===== src/hdl/rfda_pkg.sv =====
// shared types and constants for the range frame decoder averager
// no dependencies
`default_nettype none

package rfda_pkg;

    localparam logic [7:0]  HEADER_BYTE       = 8'h54;
    localparam logic [7:0]  CRC_POLY          = 8'h07;
    localparam logic [7:0]  STATUS_FAULT_BITS = 8'h1F;
    localparam logic [15:0] ERROR_DISTANCE    = 16'h0001;
    localparam logic [15:0] LIMIT_MM          = 16'd30000;
    localparam logic [15:0] BASE_MAX_CM       = 16'd3000;
    localparam logic [15:0] MARGIN_CM         = 16'd1000;
    localparam logic [14:0] USER_MAX_RESET    = 15'd3000;

    localparam int USER_MAX_BITS = 15;
    localparam int DIST_MM_BITS  = 19;
    localparam int OUT_DATA_BITS = 24;
    localparam int APB_ADDR_BITS = 3;

    localparam logic CMD_BYTE   = 1'b0;
    localparam logic CMD_REPORT = 1'b1;

    // register index (paddr[2])
    localparam logic REG_USER_MAX = 1'b0;

    localparam logic [2:0] POS_HUNT   = 3'd0;
    localparam logic [2:0] POS_DIST_H = 3'd1;
    localparam logic [2:0] POS_DIST_L = 3'd2;
    localparam logic [2:0] POS_STATUS = 3'd3;

    typedef enum logic [2:0] {
        ST_IDLE,
        ST_PARSE,
        ST_CRC,
        ST_DIV,
        ST_LOAD
    } state_t;

    typedef struct packed {
        logic busy;
        logic done;
    } unit_status_t;

endpackage

`default_nettype wire


===== src/hdl/range_frame_decoder_averager.sv =====
// Rangefinder frame decoder and averager. Each input transaction carries one received
// serial byte (tuser low) or a report request (tuser high). Bytes are assembled into
// five-byte frames (header 0x54, distance high, distance low, status, crc-8) and checked
// frames are summed; a report returns the truncated average in mm, the out-of-range
// substitute max(3000, user max + 1000) cm in mm, or a not-valid result, and clears
// the sums. The header and the three data bytes each go through the bit-serial crc
// unit stepping one bit per cycle; a non-header byte while hunting and the check
// byte return to idle straight from parsing. A report with readings goes through the
// restoring divider producing one quotient bit per cycle; a report with no readings
// goes straight to loading the result. Bytes keep being taken while a report
// result waits on the output register, but a further report holds the input until
// that result has been taken.
// depends on rfda_pkg, rfda_crc, rfda_div
`default_nettype none

module range_frame_decoder_averager
#(
    parameter int COUNT_BITS = 16
)
(
    input  wire logic                                clk,
    input  wire logic                                rst_n,
    input  wire logic                                s_tvalid,
    output logic                                     s_tready,
    input  wire logic [7:0]                          s_tdata,   // data_byte
    input  wire logic                                s_tuser,   // command
    output logic                                     m_tvalid,
    input  wire logic                                m_tready,
    // reading_valid, out_of_range, distance_mm[18:0], zero pad
    output logic [rfda_pkg::OUT_DATA_BITS-1:0]       m_tdata,
    input  wire logic                                psel,
    input  wire logic                                penable,
    input  wire logic                                pwrite,
    input  wire logic [rfda_pkg::APB_ADDR_BITS-1:0]  paddr,
    input  wire logic [31:0]                         pwdata,
    output logic [31:0]                              prdata,
    output logic                                     pready
);

    localparam int SUM_BITS = COUNT_BITS + 15;
    localparam int PAD_BITS = rfda_pkg::OUT_DATA_BITS - rfda_pkg::DIST_MM_BITS - 2;

    rfda_pkg::state_t       state_reg;
    rfda_pkg::state_t       state_next;
    logic [2:0]             pos_reg;
    logic [2:0]             pos_next;
    logic [7:0]             run_crc_reg;
    logic [7:0]             run_crc_next;
    logic [SUM_BITS-1:0]    sum_reg;
    logic [SUM_BITS-1:0]    sum_next;
    logic [COUNT_BITS-1:0]  count_reg;
    logic [COUNT_BITS-1:0]  count_next;
    logic                   bad_reg;
    logic                   bad_next;
    logic [14:0]            user_max_reg;
    logic [14:0]            user_max_next;
    logic                   out_valid_reg;
    logic                   out_valid_next;

    logic                   cmd_reg;
    logic                   cmd_next;
    logic [7:0]             byte_reg;
    logic [7:0]             byte_next;
    logic [7:0]             dist_h_reg;
    logic [7:0]             dist_h_next;
    logic [7:0]             dist_l_reg;
    logic [7:0]             dist_l_next;
    logic [7:0]             status_reg;
    logic [7:0]             status_next;
    logic                   out_rv_reg;
    logic                   out_rv_next;
    logic                   out_oor_reg;
    logic                   out_oor_next;
    logic [18:0]            out_mm_reg;
    logic [18:0]            out_mm_next;

    rfda_pkg::unit_status_t crc_status;
    rfda_pkg::unit_status_t div_status;
    logic                   crc_start;
    logic [7:0]             crc_seed;
    logic [7:0]             crc_value;
    logic                   div_start;
    logic [SUM_BITS-1:0]    quotient;

    logic                   accept;
    logic                   out_free;
    logic                   cfg_write;
    logic [15:0]            frame_mm;
    logic                   frame_bad;
    logic [15:0]            oor_cm;
    logic [19:0]            oor_mm;

    rfda_crc u_crc
    (
        .clk    (clk),
        .rst_n  (rst_n),
        .start  (crc_start),
        .seed   (crc_seed),
        .data   (byte_reg),
        .status (crc_status),
        .crc    (crc_value)
    );

    rfda_div
    #(
        .DIVIDEND_BITS (SUM_BITS),
        .DIVISOR_BITS  (COUNT_BITS)
    )
    u_div
    (
        .clk      (clk),
        .rst_n    (rst_n),
        .start    (div_start),
        .dividend (sum_reg),
        .divisor  (count_reg),
        .status   (div_status),
        .quotient (quotient)
    );

    assign pready    = 1'b1;
    assign cfg_write = psel && penable && pwrite && pready;
    assign prdata    = (paddr[2] == rfda_pkg::REG_USER_MAX) ? {17'd0, user_max_reg} : 32'd0;

    assign s_tready = (state_reg == rfda_pkg::ST_IDLE);
    assign accept   = s_tvalid && s_tready;
    assign out_free = !out_valid_reg || m_tready;

    assign m_tvalid = out_valid_reg;
    assign m_tdata  = {{PAD_BITS{1'b0}}, out_mm_reg, out_oor_reg, out_rv_reg};

    assign frame_mm  = {dist_h_reg, dist_l_reg};
    assign frame_bad = (frame_mm >= rfda_pkg::LIMIT_MM)
                    || ((status_reg & rfda_pkg::STATUS_FAULT_BITS) != 8'd0)
                    || (frame_mm == rfda_pkg::ERROR_DISTANCE);
    assign crc_seed  = (pos_reg == rfda_pkg::POS_HUNT) ? 8'd0 : run_crc_reg;

    always_comb
    begin
        oor_cm = {1'b0, user_max_reg} + rfda_pkg::MARGIN_CM;
        if (oor_cm < rfda_pkg::BASE_MAX_CM)
        begin
            oor_cm = rfda_pkg::BASE_MAX_CM;
        end
        oor_mm = {1'b0, oor_cm, 3'b000} + {3'b000, oor_cm, 1'b0};
    end

    always_comb
    begin
        state_next     = state_reg;
        pos_next       = pos_reg;
        run_crc_next   = run_crc_reg;
        sum_next       = sum_reg;
        count_next     = count_reg;
        bad_next       = bad_reg;
        user_max_next  = user_max_reg;
        out_valid_next = out_valid_reg;
        cmd_next       = cmd_reg;
        byte_next      = byte_reg;
        dist_h_next    = dist_h_reg;
        dist_l_next    = dist_l_reg;
        status_next    = status_reg;
        out_rv_next    = out_rv_reg;
        out_oor_next   = out_oor_reg;
        out_mm_next    = out_mm_reg;
        crc_start      = 1'b0;
        div_start      = 1'b0;

        if (cfg_write && (paddr[2] == rfda_pkg::REG_USER_MAX))
        begin
            user_max_next = pwdata[rfda_pkg::USER_MAX_BITS-1:0];
        end

        if (out_valid_reg && m_tready)
        begin
            out_valid_next = 1'b0;
        end

        unique case (state_reg)
            rfda_pkg::ST_IDLE:
            begin
                if (accept)
                begin
                    cmd_next   = s_tuser;
                    byte_next  = s_tdata;
                    state_next = rfda_pkg::ST_PARSE;
                end
            end
            rfda_pkg::ST_PARSE:
            begin
                if (cmd_reg == rfda_pkg::CMD_REPORT)
                begin
                    if (count_reg != '0)
                    begin
                        div_start  = 1'b1;
                        state_next = rfda_pkg::ST_DIV;
                    end
                    else
                    begin
                        state_next = rfda_pkg::ST_LOAD;
                    end
                end
                else
                begin
                    unique case (pos_reg)
                        rfda_pkg::POS_HUNT:
                        begin
                            if (byte_reg == rfda_pkg::HEADER_BYTE)
                            begin
                                crc_start  = 1'b1;
                                pos_next   = rfda_pkg::POS_DIST_H;
                                state_next = rfda_pkg::ST_CRC;
                            end
                            else
                            begin
                                state_next = rfda_pkg::ST_IDLE;
                            end
                        end
                        rfda_pkg::POS_DIST_H:
                        begin
                            dist_h_next = byte_reg;
                            crc_start   = 1'b1;
                            pos_next    = rfda_pkg::POS_DIST_L;
                            state_next  = rfda_pkg::ST_CRC;
                        end
                        rfda_pkg::POS_DIST_L:
                        begin
                            dist_l_next = byte_reg;
                            crc_start   = 1'b1;
                            pos_next    = rfda_pkg::POS_STATUS;
                            state_next  = rfda_pkg::ST_CRC;
                        end
                        rfda_pkg::POS_STATUS:
                        begin
                            status_next = byte_reg;
                            crc_start   = 1'b1;
                            pos_next    = 3'(rfda_pkg::POS_STATUS + 3'd1);
                            state_next  = rfda_pkg::ST_CRC;
                        end
                        default:
                        begin
                            // check byte
                            if (byte_reg == run_crc_reg)
                            begin
                                if (frame_bad)
                                begin
                                    bad_next = 1'b1;
                                end
                                else if (count_reg != {COUNT_BITS{1'b1}})
                                begin
                                    sum_next   = sum_reg + SUM_BITS'(frame_mm);
                                    count_next = count_reg + COUNT_BITS'(1);
                                end
                            end
                            pos_next     = rfda_pkg::POS_HUNT;
                            run_crc_next = 8'd0;
                            state_next   = rfda_pkg::ST_IDLE;
                        end
                    endcase
                end
            end
            rfda_pkg::ST_CRC:
            begin
                if (crc_status.done)
                begin
                    run_crc_next = crc_value;
                    state_next   = rfda_pkg::ST_IDLE;
                end
            end
            rfda_pkg::ST_DIV:
            begin
                if (div_status.done)
                begin
                    state_next = rfda_pkg::ST_LOAD;
                end
            end
            rfda_pkg::ST_LOAD:
            begin
                if (out_free)
                begin
                    out_valid_next = 1'b1;
                    if (count_reg != '0)
                    begin
                        out_rv_next  = 1'b1;
                        out_oor_next = 1'b0;
                        out_mm_next  = quotient[rfda_pkg::DIST_MM_BITS-1:0];
                    end
                    else if (bad_reg)
                    begin
                        out_rv_next  = 1'b1;
                        out_oor_next = 1'b1;
                        out_mm_next  = oor_mm[rfda_pkg::DIST_MM_BITS-1:0];
                    end
                    else
                    begin
                        out_rv_next  = 1'b0;
                        out_oor_next = 1'b0;
                        out_mm_next  = '0;
                    end
                    sum_next   = '0;
                    count_next = '0;
                    bad_next   = 1'b0;
                    state_next = rfda_pkg::ST_IDLE;
                end
            end
            default:
            begin
                state_next = rfda_pkg::ST_IDLE;
            end
        endcase
    end

    always_ff @(posedge clk or negedge rst_n)
    begin
        if (!rst_n)
        begin
            state_reg     <= rfda_pkg::ST_IDLE;
            pos_reg       <= rfda_pkg::POS_HUNT;
            run_crc_reg   <= '0;
            sum_reg       <= '0;
            count_reg     <= '0;
            bad_reg       <= 1'b0;
            user_max_reg  <= rfda_pkg::USER_MAX_RESET;
            out_valid_reg <= 1'b0;
        end
        else
        begin
            state_reg     <= state_next;
            pos_reg       <= pos_next;
            run_crc_reg   <= run_crc_next;
            sum_reg       <= sum_next;
            count_reg     <= count_next;
            bad_reg       <= bad_next;
            user_max_reg  <= user_max_next;
            out_valid_reg <= out_valid_next;
        end
    end

    always_ff @(posedge clk)
    begin
        cmd_reg     <= cmd_next;
        byte_reg    <= byte_next;
        dist_h_reg  <= dist_h_next;
        dist_l_reg  <= dist_l_next;
        status_reg  <= status_next;
        out_rv_reg  <= out_rv_next;
        out_oor_reg <= out_oor_next;
        out_mm_reg  <= out_mm_next;
    end

endmodule

`default_nettype wire


===== src/hdl/rfda_crc.sv =====
// bit-serial crc-8 unit, one polynomial step per cycle
// depends on rfda_pkg
`default_nettype none

module rfda_crc
(
    input  wire logic                 clk,
    input  wire logic                 rst_n,
    input  wire logic                 start,
    input  wire logic [7:0]           seed,
    input  wire logic [7:0]           data,
    output rfda_pkg::unit_status_t    status,
    output logic      [7:0]           crc
);

    localparam logic [2:0] LAST_STEP = 3'd7;

    logic [7:0] crc_reg;
    logic [7:0] crc_next;
    logic [2:0] cnt_reg;
    logic [2:0] cnt_next;
    logic       busy_reg;
    logic       busy_next;
    logic       done_reg;
    logic       done_next;
    logic [7:0] shifted;

    always_comb
    begin
        shifted   = crc_reg[7] ? ({crc_reg[6:0], 1'b0} ^ rfda_pkg::CRC_POLY)
                               : {crc_reg[6:0], 1'b0};
        crc_next  = crc_reg;
        cnt_next  = cnt_reg;
        busy_next = busy_reg;
        done_next = 1'b0;
        if (start)
        begin
            crc_next  = seed ^ data;
            cnt_next  = '0;
            busy_next = 1'b1;
        end
        else if (busy_reg)
        begin
            crc_next = shifted;
            cnt_next = cnt_reg + 3'd1;
            if (cnt_reg == LAST_STEP)
            begin
                busy_next = 1'b0;
                done_next = 1'b1;
            end
        end
    end

    always_ff @(posedge clk or negedge rst_n)
    begin
        if (!rst_n)
        begin
            busy_reg <= 1'b0;
            done_reg <= 1'b0;
            cnt_reg  <= '0;
        end
        else
        begin
            busy_reg <= busy_next;
            done_reg <= done_next;
            cnt_reg  <= cnt_next;
        end
    end

    always_ff @(posedge clk)
    begin
        crc_reg <= crc_next;
    end

    assign status.busy = busy_reg;
    assign status.done = done_reg;
    assign crc         = crc_reg;

endmodule

`default_nettype wire


===== src/hdl/rfda_div.sv =====
// restoring divider, one quotient bit per cycle
// depends on rfda_pkg
`default_nettype none

module rfda_div
#(
    parameter int DIVIDEND_BITS = 31,
    parameter int DIVISOR_BITS  = 16
)
(
    input  wire logic                     clk,
    input  wire logic                     rst_n,
    input  wire logic                     start,
    input  wire logic [DIVIDEND_BITS-1:0] dividend,
    input  wire logic [DIVISOR_BITS-1:0]  divisor,
    output rfda_pkg::unit_status_t        status,
    output logic      [DIVIDEND_BITS-1:0] quotient
);

    localparam int CNT_BITS = $clog2(DIVIDEND_BITS);
    localparam logic [CNT_BITS-1:0] LAST_STEP = CNT_BITS'(DIVIDEND_BITS - 1);

    logic [DIVIDEND_BITS-1:0] quo_reg;
    logic [DIVIDEND_BITS-1:0] quo_next;
    logic [DIVISOR_BITS-1:0]  rem_reg;
    logic [DIVISOR_BITS-1:0]  rem_next;
    logic [DIVISOR_BITS-1:0]  den_reg;
    logic [DIVISOR_BITS-1:0]  den_next;
    logic [CNT_BITS-1:0]      cnt_reg;
    logic [CNT_BITS-1:0]      cnt_next;
    logic                     busy_reg;
    logic                     busy_next;
    logic                     done_reg;
    logic                     done_next;
    logic [DIVISOR_BITS:0]    trial;
    logic [DIVISOR_BITS+1:0]  diff;
    logic                     fits;

    always_comb
    begin
        trial     = {rem_reg, quo_reg[DIVIDEND_BITS-1]};
        diff      = {1'b0, trial} - {2'b00, den_reg};
        fits      = !diff[DIVISOR_BITS+1];
        quo_next  = quo_reg;
        rem_next  = rem_reg;
        den_next  = den_reg;
        cnt_next  = cnt_reg;
        busy_next = busy_reg;
        done_next = 1'b0;
        if (start)
        begin
            quo_next  = dividend;
            rem_next  = '0;
            den_next  = divisor;
            cnt_next  = '0;
            busy_next = 1'b1;
        end
        else if (busy_reg)
        begin
            rem_next = fits ? diff[DIVISOR_BITS-1:0] : trial[DIVISOR_BITS-1:0];
            quo_next = {quo_reg[DIVIDEND_BITS-2:0], fits};
            cnt_next = cnt_reg + CNT_BITS'(1);
            if (cnt_reg == LAST_STEP)
            begin
                busy_next = 1'b0;
                done_next = 1'b1;
            end
        end
    end

    always_ff @(posedge clk or negedge rst_n)
    begin
        if (!rst_n)
        begin
            busy_reg <= 1'b0;
            done_reg <= 1'b0;
            cnt_reg  <= '0;
        end
        else
        begin
            busy_reg <= busy_next;
            done_reg <= done_next;
            cnt_reg  <= cnt_next;
        end
    end

    always_ff @(posedge clk)
    begin
        quo_reg <= quo_next;
        rem_reg <= rem_next;
        den_reg <= den_next;
    end

    assign status.busy = busy_reg;
    assign status.done = done_reg;
    assign quotient    = quo_reg;

endmodule

`default_nettype wire


===== config.mk =====
export PLATFORM = sky130hd
export DESIGN_NAME = range_frame_decoder_averager
export DESIGN_NICKNAME = d
export VERILOG_FILES = /design/src/hdl/rfda_pkg.sv /design/src/hdl/range_frame_decoder_averager.sv /design/src/hdl/rfda_crc.sv /design/src/hdl/rfda_div.sv
export SDC_FILE = /design/constraint.sdc
export NUM_CORES = 1
export LEC_CHECK = 0
export BUFFER_PORTS_ARGS = -buffer_cell sky130_fd_sc_hd__buf_2
export CAP_MARGIN = 15
export CORE_MARGIN = 5
export CORE_UTILIZATION = 53
export CTS_CLUSTER_SIZE = 12
export DETAILED_ROUTE_END_ITERATION = 10
export PLACE_DENSITY = 0.73
export SYNTH_ARGS = -nofsm -noshare
export SYNTH_HDL_FRONTEND = slang
export SYNTH_HIERARCHICAL = 1
export SYNTH_SLANG_ARGS = --single-unit

===== constraint.sdc =====
create_clock -name clk -period 6.4 [get_ports clk]
set_input_delay 1.92 -clock clk [delete_from_list [all_inputs] [get_ports clk]]
set_output_delay 1.92 -clock clk [all_outputs]
set_load 0.02 [all_outputs]

## Word-level counts from Yosys, hierarchy flattened

Index checks and enable logic that the tools add are counted.
W data, S select, Z words.

| cells by class | value |
|---|---|
| add/sub/neg operators | 7 |
| magnitude comparators | 2 |
| reduce and logical (&&, ||, !) cells | 30 |
| bitwise gates (word level) | 4 |
| muxes and demuxes | 73 |
| equal/unequal tests | 24 |

Operators by type and width:

| operator | count |
|---|---|
| $mux W31 | 8 |
| $mux W16 | 8 |
| $pmux W31 S2 | 1 |
| $mux W8 | 6 |
| $mux W19 | 2 |
| $pmux W16 S2 | 1 |
| $add A31 B16 Y31 | 1 |
| $mux W3 | 10 |
| $mux W1 | 27 |
| $add A19 B17 Y19 | 1 |
| $sub A17 B16 Y18 | 1 |
| $add A15 B10 Y16 const B | 1 |
| $add A16 B1 Y16 const B | 1 |
| $eq A16 B1 Y1 const B | 1 |
| $ge A16 B15 Y1 const B | 1 |
| $lt A16 B12 Y1 const B | 1 |
| $ne A16 B16 Y1 const B | 1 |
| $pmux W8 S2 | 1 |
| $reduce_bool A16 Y1 | 1 |
| $mux W15 | 1 |
| $pmux W3 S5 | 1 |
| $ne A2 B2 Y1 const B | 7 |
| $eq A3 B2 Y1 const B | 4 |
| $pmux W3 S4 | 1 |
| 28 further kinds | 52 |

| storage, ports and cells | value |
|---|---|
| logic and storage cells | 166 |
| output and inout bits | 59 |
| bits in registers | 212 |

## Logic depth before layout (Yosys ltp)

| logic depth | value |
|---|---|
| depth after elaboration | 8 |
| gate-level depth with buffers | 20 |

## By module

Netlist, hierarchy kept.

Modules (own cells, without submodules):

| module | times used | area each (um^2) | cells an instance |
|---|---|---|---|
| range_frame_decoder_averager | 1 | 7861.3 | 806 |
| rfda_div | 1 | 3737.3 | 323 |
| rfda_crc | 1 | 654.4 | 55 |

## Least setup slack after synthesis

No wires, ideal clock.

| timing path | value |
|---|---|
| path kind | flip-flop to flip-flop |
| start | register count_reg[0] |
| end | register u_div.quo_reg[0] (netlist: u_div/quotient[0]), enable pin |
| stages on the path, launching flop included | 10 |
| path slack | 1517 ps |
| data arrival time | 4495 ps |
| data required time | 6012 ps |
| setup time | 388 ps |
| path buffers | 1 |
| cell sequence | dfrtp_1 > inv_1 > ha_1 > nor4b_1 > nand4_1 > inv_1 > nor4b_1 > inv_1 > clkbuf_1 > nand2_1 |

| between the ends | value |
|---|---|
| cells in the longest elaborated chain, start to end | 5 |

Ends and longest elaborated chain:

| item | line | source |
|---|---|---|
| start, declared | range_frame_decoder_averager.sv:51 | `logic [COUNT_BITS-1:0] count_reg;` |
| start signal, assigned | range_frame_decoder_averager.sv:331 | `count_reg <= count_next;` |
| $reduce_bool A16 Y1 | range_frame_decoder_averager.sv:192 | `if (count_reg != '0)` |
| $mux W1 | range_frame_decoder_averager.sv:192 |  |
| $mux W1 | range_frame_decoder_averager.sv:190 | `if (cmd_reg == rfda_pkg::CMD_REPORT)` |
| $mux W1 | range_frame_decoder_averager.sv:178 | `unique case (state_reg)` |
| via div_start | range_frame_decoder_averager.sv:82 | `logic div_start;` |
| $reduce_bool A2 Y1 (no line) | - |  |
| end signal, assigned | rfda_div.sv:89 | `quo_reg <= quo_next;` |
| end, declared | rfda_div.sv:23 | `logic [DIVIDEND_BITS-1:0] quo_reg;` |

The timed path passes the listed nets, and every way through them passes these cells.
A chain may end at the register's enable or synchronous reset.

## Worst setup path in the final report

| timing path | value |
|---|---|
| start | register user_max_reg[3] |
| end | register out_mm_reg[17], data pin |

| between the ends | value |
|---|---|
| cells in the longest elaborated chain, start to end | 6 |

Ends and longest elaborated chain:

| item | line | source |
|---|---|---|
| start, declared | range_frame_decoder_averager.sv:55 | `logic [14:0] user_max_reg;` |
| start signal, assigned | range_frame_decoder_averager.sv:322 | `user_max_reg <= rfda_pkg::USER_MAX_RESET;` |
| start signal, assigned | range_frame_decoder_averager.sv:333 | `user_max_reg <= user_max_next;` |
| $add A15 B10 Y16 * | range_frame_decoder_averager.sv:139 | `oor_cm = {1'b0, user_max_reg} + rfda_pkg::MARGIN_CM;` |
| $lt A16 B12 Y1 | range_frame_decoder_averager.sv:140 | `if (oor_cm < rfda_pkg::BASE_MAX_CM)` |
| $mux W16 * | range_frame_decoder_averager.sv:140 |  |
| $add A19 B17 Y19 * | range_frame_decoder_averager.sv:144 | `oor_mm = {1'b0, oor_cm, 3'b000} + {3'b000, oor_cm, 1'b0};` |
| $mux W19 * | range_frame_decoder_averager.sv:287 | `else if (bad_reg)` |
| $mux W19 * | range_frame_decoder_averager.sv:281 | `if (count_reg != '0)` |
| end signal, assigned | range_frame_decoder_averager.sv:347 | `out_mm_reg <= out_mm_next;` |
| end, declared | range_frame_decoder_averager.sv:74 | `logic [18:0] out_mm_reg;` |

Mark *: on every way between the ends. The rest lies on a longest branch, timed or not.

==> impl_metrics.ini <==
[yosys]
synth_area_um2 = 12200
synthesis.instances = 1182
synth-warning-count = 6
postSynthAreaPerCell_um2 = 10.4

[sta]
hold_violations = 0
timing.max_slew.rel_slack = 0.208
max_slew.worst_pin.slew_ps = 1180
finClkSkew_ps = 29.3
max_freq_mhz = 196
final.setup.tns_ps = 0
finalCritPeriodShare = 0.795
rsz0062_at_grt = false
maxSlewViolCount = 0
setup-violations-final = 0
min_clock_period_post_route_ps = 5090

[clock_tree]
cts.repair_timing.setup_buffer_count = 0
clk_latency_ps = 530
cts-root-buf = sky130_fd_sc_hd__clkbuf_16
clkSinkCount = 212
post_cts.resized_instances = 0
clkSlewWorstSetupHoldPaths_ps = 60
number_of_buffers_created_by_cts = 25
postCtsHoldBufs = 0
tritoncts = built
max-clock-path-buffers = 3
cts.htree.levels = 1

[detailed_routing]
drt_first_pass_iters = 5
routed_via_density = 5.80
iter_0_drt_violations = 694
detail_route.wl_per_cell_um = 17.2
post-route-drc-count = 0
wirelength_um = 26600
num_vias = 8963
postRouteAntennaNets = 0

[cells_and_area]
final_net_count = 1347
drive_above_1_share = 0.165
syn2layout_area_growth_pct = 10.5
antenna-diode-count = 0

[setup_path]
critPathRequiredTime_ps = 6650
data_arrival_time_of_the_critical_path_ps = 5330
critPathLaunch = user_max_reg[3]$_DFFE_PN1P_
critical_path.startpoint_type = flop
crit_end_element = flop
critPathMaxFanout = 11
timing.critical_path.to = out_mm_reg[17]$_DFFE_PP_
timing.reg2reg.setup_slack_ps = 1310
rr_worst_depth = 16
r2r_start = user_max_reg[3]$_DFFE_PN1P_
critical_path.reg2reg.endpoint = out_mm_reg[17]$_DFFE_PP_
timing.setup.critical_path_class = flop to flop

[floorplanning]
io-pin-count = 110
die-area_um2 = 26200
initial_core_utilization = 0.539
die_h_um = 162
core_area_um2 = 22700
die_width_um = 162
std_cell_rows = 55

[placement]
globalplace.congestion = 0.910
port_buffers = 69
detailedPlacementHpwl_um = 18600

[power_and_ir_drop]
p_leak_nw = 5.62
fin_total_pwr_mw = 4.58
power.density_nw_per_um2 = 339
peakVddDrop_mv = 0.304

[min_path]
hold_path_class = flop to flop

[flow_run]
max-cap-violations = 0

[grt]
maximum_number_of_pins_on_one_net_before_global_route_repair = 66
antenna_found_initial = 0
track_usage = 0.200
first_pass_grt_wire_length_um = 43800
grt.overflow.total = 0
first_global_vias = 8692

[outcome]
outcome = complete, no violations
[placed cells by master (no fill, tap or decap), types with 49 or more instances in the layout]
cell type                  count
sky130_fd_sc_hd__ha_1         51
sky130_fd_sc_hd__nor2_1       83
sky130_fd_sc_hd__nand2_1     107
sky130_fd_sc_hd__nand3_1      49
sky130_fd_sc_hd__buf_2        68
sky130_fd_sc_hd__o21ai_0      61
sky130_fd_sc_hd__a21oi_1      63
sky130_fd_sc_hd__xnor2_1      50
sky130_fd_sc_hd__edfxtp_1    106
sky130_fd_sc_hd__inv_1        50
sky130_fd_sc_hd__dfrtp_1      83
[final cells by class]
class,instances,area [um^2]
inverter,52,195
clock buffer,34,689
tap,285,357
multi-input combinational,869,5980
sequential,212,5760
timing repair buffer,82,445
clock inverter,12,95.1
fill,1937,9190
[stage by stage]
stage	hold WS, ps	instance area (um^2)	util	std cells	worst slack, ps
final	511	13500	0.595	1546	1310
after global routing	541	13500	0.595	1546	1010
after CTS	508	13500	0.595	1546	1340
after detailed placement	500	12700	0.561	1500	1390
after global placement	497	12700	0.561	1500	1480
after floorplan	473	12300	-	1201	1520
[routing by layer]
layer	wire, um	track usage	vias to the layer above	share of wire
met4	602	0.0500	0	0.023
met2	12700	0.337	198	0.48
met5	0	0	-	0
met3	1060	0.0261	42	0.040
met1	12200	0.278	4349	0.46
li1	-	-	4374	-
[how the worst min path moves through the flow]
| stage | cells after the start | startpoint | end | slack [ps] |
|---|---|---|---|---|
| after floorplan | 0 | count_reg[1]$_DFFE_PN0P_ | u_div/den_reg[1]$_DFFE_PP_ | 470 |
| after global placement | 2 | u_div/rem_reg[10]$_SDFFE_PP0P_ | u_div/rem_reg[10]$_SDFFE_PP0P_ | 500 |
| after detailed placement | 0 | count_reg[1]$_DFFE_PN0P_ | u_div/den_reg[1]$_DFFE_PP_ | 500 |
| after CTS | 2 | u_div/rem_reg[5]$_SDFFE_PP0P_ | u_div/rem_reg[5]$_SDFFE_PP0P_ | 510 |
| after global routing | 0 | count_reg[1]$_DFFE_PN0P_ | u_div/den_reg[1]$_DFFE_PP_ | 540 |
| final | 2 | u_div/rem_reg[5]$_SDFFE_PP0P_ | u_div/rem_reg[5]$_SDFFE_PP0P_ | 510 |
[power breakdown]
group          total [mW]  switching, mW  internal, mW
Combinational        1.42          0.847         0.575
Sequential           1.82          0.167          1.65
Clock                1.35          0.549         0.796
Total                4.58           1.56          3.02
[worst max-delay path, stage by stage, from the launching register on]
cell                       delay, ps
sky130_fd_sc_hd__dfstp_2         630
sky130_fd_sc_hd__ha_1            350
sky130_fd_sc_hd__inv_1           150
sky130_fd_sc_hd__o311ai_0        300
sky130_fd_sc_hd__o21ai_0         190
sky130_fd_sc_hd__o21ai_2         350
sky130_fd_sc_hd__a21o_1          390
sky130_fd_sc_hd__nand3_1         200
sky130_fd_sc_hd__ha_1            280
sky130_fd_sc_hd__or2_2           350
sky130_fd_sc_hd__or4_1           410
sky130_fd_sc_hd__a211o_1         270
sky130_fd_sc_hd__o32ai_4         300
sky130_fd_sc_hd__o211ai_2        170
sky130_fd_sc_hd__o31ai_2         220
sky130_fd_sc_hd__xor2_1          170
sky130_fd_sc_hd__o21ai_1          80
(Power assumes the default switching activity.)
